### config.mk
export PLATFORM = sky130hd
export DESIGN_NAME = gronsfeld_cipher_stream
export DESIGN_NICKNAME = d
export VERILOG_FILES = /design/src/design/gcs_pkg.sv /design/src/design/gronsfeld_cipher_stream.sv
export SDC_FILE = /design/constraint.sdc
export NUM_CORES = 1
export LEC_CHECK = 0
export BUFFER_PORTS_ARGS = -buffer_cell sky130_fd_sc_hd__buf_2
export CAP_MARGIN = 20
export CORE_ASPECT_RATIO = 1.5
export CORE_MARGIN = 4
export CORE_UTILIZATION = 27
export DETAILED_ROUTE_END_ITERATION = 16
export HOLD_SLACK_MARGIN = 0.06
export PLACE_DENSITY = 0.51
export RECOVER_POWER = 50
export SYNTH_ARGS = -nofsm -noshare
export SYNTH_HDL_FRONTEND = slang
export SYNTH_SLANG_ARGS = --single-unit
### constraint.sdc
create_clock -name clk_i -period 7.85 [get_ports clk_i]
set_input_delay 0.785 -clock clk_i [delete_from_list [all_inputs] [get_ports clk_i]]
set_output_delay 0.785 -clock clk_i [all_outputs]
set_load 0.01 [all_outputs]
### src/design/gcs_pkg.sv
// Package for the Gronsfeld cipher stream: widths, register indexes, alphabet bounds, shift function.
package gcs_pkg;

  localparam int unsigned MaxKeyDigitsDefault = 16;
  localparam int unsigned CharW   = 16;
  localparam int unsigned DigitW  = 4;
  localparam int unsigned KeyLenW = 5;
  localparam int unsigned CfgIdxW = 2;
  localparam int unsigned CfgW    = 64;

  localparam logic [CfgIdxW-1:0] RegKeyDigits  = 2'd0;
  localparam logic [CfgIdxW-1:0] RegKeyLength  = 2'd1;
  localparam logic [CfgIdxW-1:0] RegDecrypt    = 2'd2;
  localparam logic [CfgIdxW-1:0] RegBinary     = 2'd3;

  localparam logic [DigitW-1:0] MaxDigit = 4'd9;

  localparam logic [CharW-1:0] LatinSize    = 16'd26;
  localparam logic [CharW-1:0] CyrillicSize = 16'd32;
  localparam logic [CharW-1:0] LowerLatinLo = 16'h0061;
  localparam logic [CharW-1:0] LowerLatinHi = 16'h007A;
  localparam logic [CharW-1:0] UpperLatinLo = 16'h0041;
  localparam logic [CharW-1:0] UpperLatinHi = 16'h005A;
  localparam logic [CharW-1:0] LowerCyrLo   = 16'h0430;
  localparam logic [CharW-1:0] LowerCyrHi   = 16'h044F;
  localparam logic [CharW-1:0] UpperCyrLo   = 16'h0410;
  localparam logic [CharW-1:0] UpperCyrHi   = 16'h042F;

  // Shift one code unit by +/- digit; in text mode letters wrap inside their alphabet.
  function automatic logic [CharW-1:0] shift_char(
    input logic [CharW-1:0]  c,
    input logic [DigitW-1:0] digit,
    input logic              decrypt,
    input logic              binary
  );
    logic [CharW-1:0] t;
    logic [CharW-1:0] lo;
    logic [CharW-1:0] hi;
    logic [CharW-1:0] size;
    logic             letter;
    begin
      t = decrypt ? (c - CharW'(digit)) : (c + CharW'(digit));
      letter = 1'b1;
      lo = LowerLatinLo;
      hi = LowerLatinHi;
      size = LatinSize;
      if (c >= LowerLatinLo && c <= LowerLatinHi) begin
        lo = LowerLatinLo; hi = LowerLatinHi; size = LatinSize;
      end else if (c >= LowerCyrLo && c <= LowerCyrHi) begin
        lo = LowerCyrLo; hi = LowerCyrHi; size = CyrillicSize;
      end else if (c >= UpperLatinLo && c <= UpperLatinHi) begin
        lo = UpperLatinLo; hi = UpperLatinHi; size = LatinSize;
      end else if (c >= UpperCyrLo && c <= UpperCyrHi) begin
        lo = UpperCyrLo; hi = UpperCyrHi; size = CyrillicSize;
      end else begin
        letter = 1'b0;
      end
      // letters sit well above zero, so t never wraps past 16 bits here
      if (!binary && letter) begin
        if (t > hi) begin
          t = t - size;
        end else if (t < lo) begin
          t = t + size;
        end
      end
      return t;
    end
  endfunction

endpackage

### src/design/gronsfeld_cipher_stream.sv
// Gronsfeld cipher stream: one character code unit in, one shifted unit out per item.
// The result is registered: result valid follows in the cycle after input accept.
// Throughput: one item per cycle; input stalls only while a held result is stalled.
// Key position and result valid clear on reset; key digits 0, key length 1,
// encrypt and text mode after reset.
module gronsfeld_cipher_stream #(
  parameter int unsigned MAX_KEY_DIGITS = gcs_pkg::MaxKeyDigitsDefault
) (
  input  logic                          clk_i,
  input  logic                          rst_ni,
  input  logic                          cfg_we_i,
  input  logic [gcs_pkg::CfgIdxW-1:0]   cfg_index_i,
  input  logic [gcs_pkg::CfgW-1:0]      cfg_data_i,
  input  logic                          in_valid_i,
  output logic                          in_stall_o,
  input  logic [gcs_pkg::CharW-1:0]     char_in_i,
  input  logic                          first_of_message_i,
  output logic                          out_valid_o,
  input  logic                          out_stall_i,
  output logic [gcs_pkg::CharW-1:0]     char_out_o
);

  localparam int unsigned KeyW = MAX_KEY_DIGITS * gcs_pkg::DigitW;
  localparam int unsigned PosW = (MAX_KEY_DIGITS > 1) ? $clog2(MAX_KEY_DIGITS) : 1;
  localparam logic [gcs_pkg::KeyLenW-1:0] MaxLen = gcs_pkg::KeyLenW'(MAX_KEY_DIGITS);

  logic [KeyW-1:0]                 key_q;
  logic [gcs_pkg::KeyLenW-1:0]     key_len_q;
  logic                            decrypt_q;
  logic                            binary_q;
  logic [PosW-1:0]                 pos_q, pos_d;
  logic                            out_valid_q, out_valid_d;
  logic [gcs_pkg::CharW-1:0]       char_out_q, char_out_d;

  logic                            in_accept;
  logic [gcs_pkg::KeyLenW-1:0]     eff_len;
  logic [gcs_pkg::KeyLenW-1:0]     cur_pos;
  logic [gcs_pkg::KeyLenW-1:0]     next_pos;
  logic [gcs_pkg::DigitW-1:0]      raw_digit;
  logic [gcs_pkg::DigitW-1:0]      digit;

  assign in_stall_o  = out_valid_q && out_stall_i;
  assign in_accept   = in_valid_i && !in_stall_o;
  assign out_valid_o = out_valid_q;
  assign char_out_o  = char_out_q;

  always_comb begin
    priority if (key_len_q == '0) begin
      eff_len = gcs_pkg::KeyLenW'(1);
    end else if (key_len_q > MaxLen) begin
      eff_len = MaxLen;
    end else begin
      eff_len = key_len_q;
    end
  end

  always_comb begin
    cur_pos = first_of_message_i ? '0 : gcs_pkg::KeyLenW'(pos_q);
    // position left over from a longer key restarts at digit zero
    if (cur_pos >= eff_len) begin
      cur_pos = '0;
    end
    raw_digit = key_q[gcs_pkg::DigitW * cur_pos[PosW-1:0] +: gcs_pkg::DigitW];
    digit = (raw_digit > gcs_pkg::MaxDigit) ? gcs_pkg::MaxDigit : raw_digit;
    next_pos = cur_pos + gcs_pkg::KeyLenW'(1);
    if (next_pos >= eff_len) begin
      next_pos = '0;
    end
  end

  always_comb begin
    pos_d       = pos_q;
    out_valid_d = out_valid_q && out_stall_i;
    char_out_d  = char_out_q;
    if (in_accept) begin
      pos_d       = next_pos[PosW-1:0];
      out_valid_d = 1'b1;
      char_out_d  = gcs_pkg::shift_char(char_in_i, digit, decrypt_q, binary_q);
    end
  end

  always_ff @(posedge clk_i or negedge rst_ni) begin
    if (!rst_ni) begin
      key_q       <= '0;
      key_len_q   <= gcs_pkg::KeyLenW'(1);
      decrypt_q   <= 1'b0;
      binary_q    <= 1'b0;
      pos_q       <= '0;
      out_valid_q <= 1'b0;
    end else begin
      pos_q       <= pos_d;
      out_valid_q <= out_valid_d;
      if (cfg_we_i) begin
        unique case (cfg_index_i)
          gcs_pkg::RegKeyDigits: key_q     <= cfg_data_i[KeyW-1:0];
          gcs_pkg::RegKeyLength: key_len_q <= cfg_data_i[gcs_pkg::KeyLenW-1:0];
          gcs_pkg::RegDecrypt:   decrypt_q <= cfg_data_i[0];
          gcs_pkg::RegBinary:    binary_q  <= cfg_data_i[0];
          default: ;
        endcase
      end
    end
  end

  always_ff @(posedge clk_i) begin
    char_out_q <= char_out_d;
  end

  a_pos_in_range: assert property (@(posedge clk_i) disable iff (!rst_ni)
    32'(pos_q) < MAX_KEY_DIGITS)
    else $error("key position beyond key storage");

  a_accept_gives_result: assert property (@(posedge clk_i) disable iff (!rst_ni)
    in_accept |=> out_valid_o)
    else $error("accepted item produced no result");

  a_first_restart: assert property (@(posedge clk_i) disable iff (!rst_ni)
    in_accept && first_of_message_i && eff_len > gcs_pkg::KeyLenW'(1) |=> pos_q == PosW'(1))
    else $error("first item of message did not use digit zero");

  a_single_digit_key: assert property (@(posedge clk_i) disable iff (!rst_ni)
    in_accept && eff_len == gcs_pkg::KeyLenW'(1) |=> pos_q == '0)
    else $error("one-digit key moved position");

  a_held_result_blocks: assert property (@(posedge clk_i) disable iff (!rst_ni)
    out_valid_o && out_stall_i |=> out_valid_o && $stable(char_out_o))
    else $error("stalled result lost or changed");

endmodule

==> run summary, run 1 <==
## Synth
* **ranking of synthesized cells by area** sky130_fd_sc_hd__dfrtp_1 (30%), sky130_fd_sc_hd__mux2_2 (13%), sky130_fd_sc_hd__ha_1 (9.2%)
* **share of Yosys cell area claimed by the top area cell type** 29.89%
* **fraction of the yosys area taken by sequential cells** 37.96%
* **EDFF count, synth** 16
* **number of register bits inferred by synthesis** 92
* **net count after synthesis** 753
* **synthesized cell area** 6280 um^2
* **share of flip-flops with an asynchronous set or reset after synthesis** 82.61%
* **total of warnings raised by yosys** 0
* **Yosys cell types** 73
* **most used flip-flop cell after synthesis** sky130_fd_sc_hd__dfrtp_1
* **post-synthesis cell type with the largest combined area** sky130_fd_sc_hd__dfrtp_1
* **Gate Count Post-Synth** 618
* **Avg Cell Area, Syn** 10.16 um^2

## STA
* **number of failing hold endpoints at the final stage** 0
* **maximum achievable frequency** 135.3 MHz
* **minimum clock period after layout** 7391 ps
* **Final Slew Violations** 65
* **post-route clock period utilization** 94.16%
* **normalized max-slew margin** -128.7%
* **# setup viols final** 0
* **clk_skew** 10.18 ps
* **Setup TNS** 0 ps
* **slew at the pin with the worst max-slew slack** 3431 ps

## Routing
* **vias post-DR** 5180
* **antenna violation net count after detailed routing** 0
* **number of iterations in the first detailed-routing pass** 4
* **Post-Route WL** 17920 um
* **post-route DRC violation count** 0
* **routed wire length per instance** 17.29 um
* **Vias per Instance** 5.000
* **first-iteration detailed-routing DRC count** 245

## Critical path
* **required time of the worst setup path** 7950 ps
* **Arr. time, crit path** 7490 ps
* **Setup CP Type** reg2reg
* **slowest library cell on the worst path** sky130_fd_sc_hd__a2111o_1
* **crit path max fanout** 7
* **CP Capture Type** register
* **critical path's largest stage delay** 490 ps
* **kind of launch point of the worst setup path** register

## Power
* **leakage power summed over all cells** 3.420 nW
* **post-route total power** 2.737 mW
* **cell area power density** 352.2 nW/um^2
* **IR drop worst, VDD** 0.1945 mV

## Placed design
* **final weighted congestion in routability-driven placement** 0.8952
* **I/O Buffers** 105
* **DP HPWL** 14150 um

## Global route
* **largest net degree at the start of global routing** 77
* **vias in the first global route** 5342
* **total routing resource utilization after global routing** 13.94%
* **global-route wire length before repair** 28400 um
* **initial antenna violation count** 2
* **total gr overflow** 0

## Clock network
* **TritonCTS buffer count** 9
* **number of buffers on the longest clock path** 2
* **clock slew at reported path FFs** 70 ps
* **H-tree level count** 3
* **number of sinks driven by the clock tree** 92
* **Clock Tree Root** sky130_fd_sc_hd__clkbuf_16
* **clock insertion delay at the later pin of the skew report** 350 ps
* **clock tree from TritonCTS** done

## Finish
* **Area Overhead vs Synth** 23.77%
* **FILL cells** 2398
* **most common cell after layout, fill and taps aside** sky130_fd_sc_hd__buf_2
* **most used cells in the layout excluding fill and tap cells** sky130_fd_sc_hd__buf_2 (85), sky130_fd_sc_hd__dfrtp_1 (75), sky130_fd_sc_hd__mux2_2 (74)
* **Sequential cell area** 2384 um^2
* **antenna fix cells** 0
* **area of the multi-input gates** 3860 um^2
* **fraction of final layout cells with drive strength greater than 1** 33.60%
* **nets** 886

## Floorplanning
* **die width** 132.5 um
* **total core area** 22970 um^2
* **row count** 68
* **Starting Density** 27.34%
* **die area** 25810 um^2
* **total I/O pin count** 106
* **DIE HEIGHT** 194.8 um

## Outcome
* **run status** complete, but fails checks
* **violated checks** max-capacitance violations, max-slew violations

## Min path
* **Hold/Removal Path Class** in2async

## Run
* **MaxCap Viol Count** 1

[registers in the layout, summed over array words and instances, names as in the netlist]
| register | cells |
|---|---|
| binary_q | 1 |
| char_out_o | 16 |
| decrypt_q | 1 |
| key_len_q | 5 |
| key_q | 64 |
| out_valid_o | 1 |
| pos_q | 4 |
[final timing paths]
kind                                          startpoint                 endpoint  slack [ps]  cells after the start
worst max-delay path            key_len_q[3]$_DFFE_PN0P_  char_out_o[8]$_DFFE_PP_         460                     33
worst min-delay path                              rst_ni    key_q[35]$_DFFE_PN0P_         450                      1
worst max register to register  key_len_q[3]$_DFFE_PN0P_  char_out_o[8]$_DFFE_PP_         460                     33
worst min register to register     key_q[39]$_DFFE_PN0P_    key_q[39]$_DFFE_PN0P_         510                      1
max in group asynchronous                         rst_ni    key_q[18]$_DFFE_PN0P_        3710                      2
min in group clk_i                 key_q[39]$_DFFE_PN0P_    key_q[39]$_DFFE_PN0P_         510                      1
[where the power goes]
part | internal (mW) | leakage [nW] | total (mW) | switching [mW]
clock | 0.254 | 0.148 | 0.453 | 0.199
sequential | 0.620 | 1.06 | 0.677 | 0.0570
combinational | 0.710 | 2.22 | 1.61 | 0.897
total | 1.58 | 3.42 | 2.74 | 1.15
[critical path, delay by kind of cell, from the launching register on]
family	cells	cell delay, ps
compound gates	15	3290
simple gates	12	1990
fa+ha+maj	4	1210
flops	1	400
xor+xnor	2	240
[logic make-up after synthesis]
| logic type | after synthesis | share of synthesized area [%] |
|---|---|---|
| AO/OA/AOI/OAI | 130 | 14.96 |
| XOR/XNOR | 29 | 4.045 |
| flip-flops | 92 | 37.96 |
| adder cells (fa/ha/maj) | 47 | 9.484 |
| multiplexers | 93 | 16.38 |
| AND/OR/NAND/NOR | 181 | 14.29 |
| buffers and inverters | 46 | 2.889 |
[repair_timing]
action / in CTS / in global routing
resized for setup: 0 / 25
setup endpoints to repair: 0 / 15
hold buffers: 0 / 0
buffers inserted: 0 / 5
[synthesized netlist by cell type (3+ instances only)]
master	n
sky130_fd_sc_hd__edfxtp_1	16
sky130_fd_sc_hd__or3_1	3
sky130_fd_sc_hd__o22ai_1	5
sky130_fd_sc_hd__mux2i_1	18
sky130_fd_sc_hd__nand4_1	4
sky130_fd_sc_hd__xnor2_1	20
sky130_fd_sc_hd__nand3_1	16
sky130_fd_sc_hd__and3_1	6
sky130_fd_sc_hd__a21o_1	14
sky130_fd_sc_hd__inv_1	26
sky130_fd_sc_hd__ha_1	46
sky130_fd_sc_hd__nor4_1	3
sky130_fd_sc_hd__nor3_1	8
sky130_fd_sc_hd__o21bai_1	5
sky130_fd_sc_hd__a21oi_1	28
sky130_fd_sc_hd__a221oi_1	8
sky130_fd_sc_hd__clkbuf_1	18
sky130_fd_sc_hd__o21ai_0	11
sky130_fd_sc_hd__nor2b_1	7
sky130_fd_sc_hd__nand2_1	65
sky130_fd_sc_hd__nand3b_1	3
sky130_fd_sc_hd__o21ai_1	3
sky130_fd_sc_hd__nor2_1	35
sky130_fd_sc_hd__or2_2	3
sky130_fd_sc_hd__xor2_1	9
sky130_fd_sc_hd__nand2b_1	11
sky130_fd_sc_hd__a22o_1	3
sky130_fd_sc_hd__o31ai_1	5
sky130_fd_sc_hd__dfrtp_1	75
sky130_fd_sc_hd__mux2_2	74
sky130_fd_sc_hd__o221ai_1	5
sky130_fd_sc_hd__o21a_1	6
sky130_fd_sc_hd__a31oi_1	7
[final cells by class]
class,count,area share [%]
clock buffers,10,2.946
flip-flops and latches,92,30.67
multi-input cells,480,49.66
well taps,280,4.507
repair buffers,142,9.965
clock inverters,6,0.9981
inverters,26,1.256
[per-layer routing]
layer	up-vias	wire (um)	track usage, %
met5	-	27	0
met4	4	362	4.777
met3	23	760	2.563
met2	118	9651	26.26
met1	2482	7115	15.56
li1	2553	-	-
[metrics by stage]
step                hold slack [ps]  setup slack (ps)  area, um^2  utilization, %  cells
detailed placement            492.1            -66.54        7326           31.89   1014
CTS                           509.4             153.3        7632           33.22   1030
floorplan                     464.9             9.815        6291               -    618
global placement              488.3             34.87        7326           31.89   1014
global route                  482.2            -28.29        7772           33.83   1036
finish                        450.8             458.7        7772           33.83   1036
Power figures use the tool's default switching activity.
==> inputs of run 2 (changes only) <==
GPL_TIMING_DRIVEN = 0   (was not set)
==> run summary, run 2 (same netlist as run 1, synthesis figures left out) <==
## Outcome
* **run status** complete, but fails checks
* **violated checks** max-capacitance violations, max-slew violations

## Critical path
* **kind of launch point of the worst setup path** input pin
* **Setup crit end** char_out_o[8]$_DFFE_PP_
* **critical path launch point** first_of_message_i
* **slowest library cell on the worst path** sky130_fd_sc_hd__or4_1
* **Critical R2R Launch** key_len_q[3]$_DFFE_PN0P_
* **critical path's largest stage delay** 490 ps
* **crit path max fanout** 6
* **register-to-register setup slack** 370 ps
* **worst r2r dst** char_out_o[8]$_DFFE_PP_
* **cell mode on critical path** sky130_fd_sc_hd__a221oi_4
* **Arr. time, crit path** 7640 ps
* **Setup CP Type** in2reg
* **buffers plus inverters on the worst setup path** 3
* **number of cells on the worst reg-to-reg path** 33
* **required time of the worst setup path** 7930 ps
* **count of cell instances traversed by the critical path** 33
* **category of cells accounting for the largest share of critical-path delay** compound AO/OA/AOI/OAI gates
* **CP Capture Type** register

## Floorplanning
* **row count** 68
* **die width** 132.5 um
* **total core area** 22970 um^2
* **total I/O pin count** 106
* **Starting Density** 27.34%
* **DIE HEIGHT** 194.8 um
* **die area** 25810 um^2

## Placed design
* **I/O Buffers** 105
* **final weighted congestion in routability-driven placement** 0.8529
* **DP HPWL** 14190 um
* **number of cells after detailed placement** 1004

## Power
* **leakage power summed over all cells** 3.420 nW
* **IR drop worst, VDD** 0.1690 mV
* **Switching Fraction** 42.50%
* **Logic pwr share** 58.5%
* **part of the total power dissipated in the clock network** 17.0%
* **Cell Int Power** 1.577 mW
* **switching power** 1.165 mW
* **part of the power in registers** 24.5%
* **cell area power density** 343.7 nW/um^2

## STA
* **# setup viols final** 0
* **slew at the pin with the worst max-slew slack** 3225 ps
* **worst-case hold slack** 505.8 ps
* **maximum achievable frequency** 132.3 MHz
* **post-route clock period utilization** 96.29%
* **normalized max-slew margin** -115.0%
* **minimum clock period after layout** 7559 ps
* **Final Slew Violations** 58
* **number of failing hold endpoints at the final stage** 0
* **clk_skew** 12.14 ps

## Global route
* **total routing resource utilization after global routing** 13.94%
* **initial antenna violation count** 3
* **global-route met2 utilization** 25.81%
* **met3 GRT Util** 2.538%
* **largest net degree at the start of global routing** 58
* **global-route wire length before repair** 28310 um
* **met1 Use GR** 15.26%
* **routing layer with the top usage in global route** met2
* **total gr overflow** 0
* **vias in the first global route** 5423

## Min path
* **Hold/Removal Path Class** reg2reg

## Run
* **MaxCap Viol Count** 1

## Finish
* **Biggest register** key_q
* **count of non-filler cells in the finished layout** 1036
* **most common cell after layout, fill and taps aside** sky130_fd_sc_hd__buf_2
* **fraction of final layout cells with drive strength greater than 1** 33.99%
* **nets** 886
* **area of the multi-input gates** 4085 um^2
* **FILL cells** 2334
* **Sequential cell area** 2384 um^2
* **antenna fix cells** 0
* **number of flip-flops under the largest register name** 64
* **most used cells in the layout excluding fill and tap cells** sky130_fd_sc_hd__buf_2 (86), sky130_fd_sc_hd__dfrtp_1 (75), sky130_fd_sc_hd__mux2_2 (74)
* **Area Overhead vs Synth** 27.02%

## Routing
* **number of iterations in the first detailed-routing pass** 4
* **Post-Route WL** 18060 um
* **first-iteration detailed-routing DRC count** 151
* **vias post-DR** 5182
* **Vias per Instance** 5.002
* **post-route DRC violation count** 0
* **routed wire length per instance** 17.43 um
* **antenna violation net count after detailed routing** 0

## Clock network
* **TritonCTS buffer count** 9
* **clock slew at reported path FFs** 70 ps
* **number of buffers on the longest clock path** 2
* **clock insertion delay at the later pin of the skew report** 360 ps
* **H-tree level count** 3
* **clock tree from TritonCTS** done
* **Clock Tree Root** sky130_fd_sc_hd__clkbuf_16
* **hold_buf cts** 0
* **number of sinks driven by the clock tree** 92

[run 2: cell types whose count changed in the layout (fill, tap and decap cells not counted), sizes merged]
cell and delta:
clkbuf +14, buf -15, inv -2, clkinv +4, clkinvlp -1
[run 2: per-layer routing]
layer  share of wire (%)  vias to the layer above
li1                    -                     2544
met1                  40                     2487
met2                  53                      108
met3                 4.1                       37
met4                 3.1                        6
met5                0.25                        -
[run 2: worst min path at each step]
stage	startpoint	to	slack, ps	cells after the start
6_report	key_q[21]$_DFFE_PN0P_	key_q[21]$_DFFE_PN0P_	510	1
5_1_grt	key_q[41]$_DFFE_PN0P_	key_q[41]$_DFFE_PN0P_	520	1
4_1_cts	rst_ni	key_q[32]$_DFFE_PN0P_	300	1
3_5_place_dp	key_q[39]$_DFFE_PN0P_	key_q[39]$_DFFE_PN0P_	490	1
3_3_place_gp	key_q[39]$_DFFE_PN0P_	key_q[39]$_DFFE_PN0P_	490	1
2_1_floorplan	pos_q[3]$_DFFE_PN0P_	pos_q[3]$_DFFE_PN0P_	460	1
[run 2: through the flow]
stage / total power, mW / setup TNS [ps] / util (%) / area (um^2) / worst slack (ps)
floorplan: 1.750 / 0 / - / 6291 / 9.815
global placement: 2.116 / -26240 / 31.20 / 7167 / -1834
detailed placement: 2.130 / -26600 / 31.33 / 7197 / -1849
CTS: 2.700 / 0 / 33.79 / 7762 / 15.95
global route: 2.981 / -29.53 / 34.72 / 7976 / -21.54
finish: 2.742 / 0 / 34.72 / 7976 / 291.5
[run 2: area by class of cell]
class	count	share of cell area (%)
tap	280	4.392
clock buffer	9	2.824
sequential	92	29.88
inverter	26	1.286
buffer	18	1.208
clock inverter	7	1.161
multi-input combinational	480	51.22
timing repair buffer	124	8.031
[run 2: power by group through the flow]
stage / clock, mW / sequential [mW] / combinational, mW
4_1_cts: 0.479 / 0.670 / 1.55
6_report: 0.465 / 0.672 / 1.60
5_1_grt: 0.496 / 0.687 / 1.80
2_1_floorplan: 0 / 0.683 / 1.07
3_3_place_gp: 0 / 0.676 / 1.44
3_5_place_dp: 0 / 0.678 / 1.45
[run 2: repair_timing]
action / in CTS / in global routing
cloned: 0 / 0
endpoints found under the setup margin: 15 / 15
buffers inserted: 5 / 13
endpoints found under the hold margin: 0 / 0
pin swaps: 7 / 24
gates resized for setup: 42 / 29
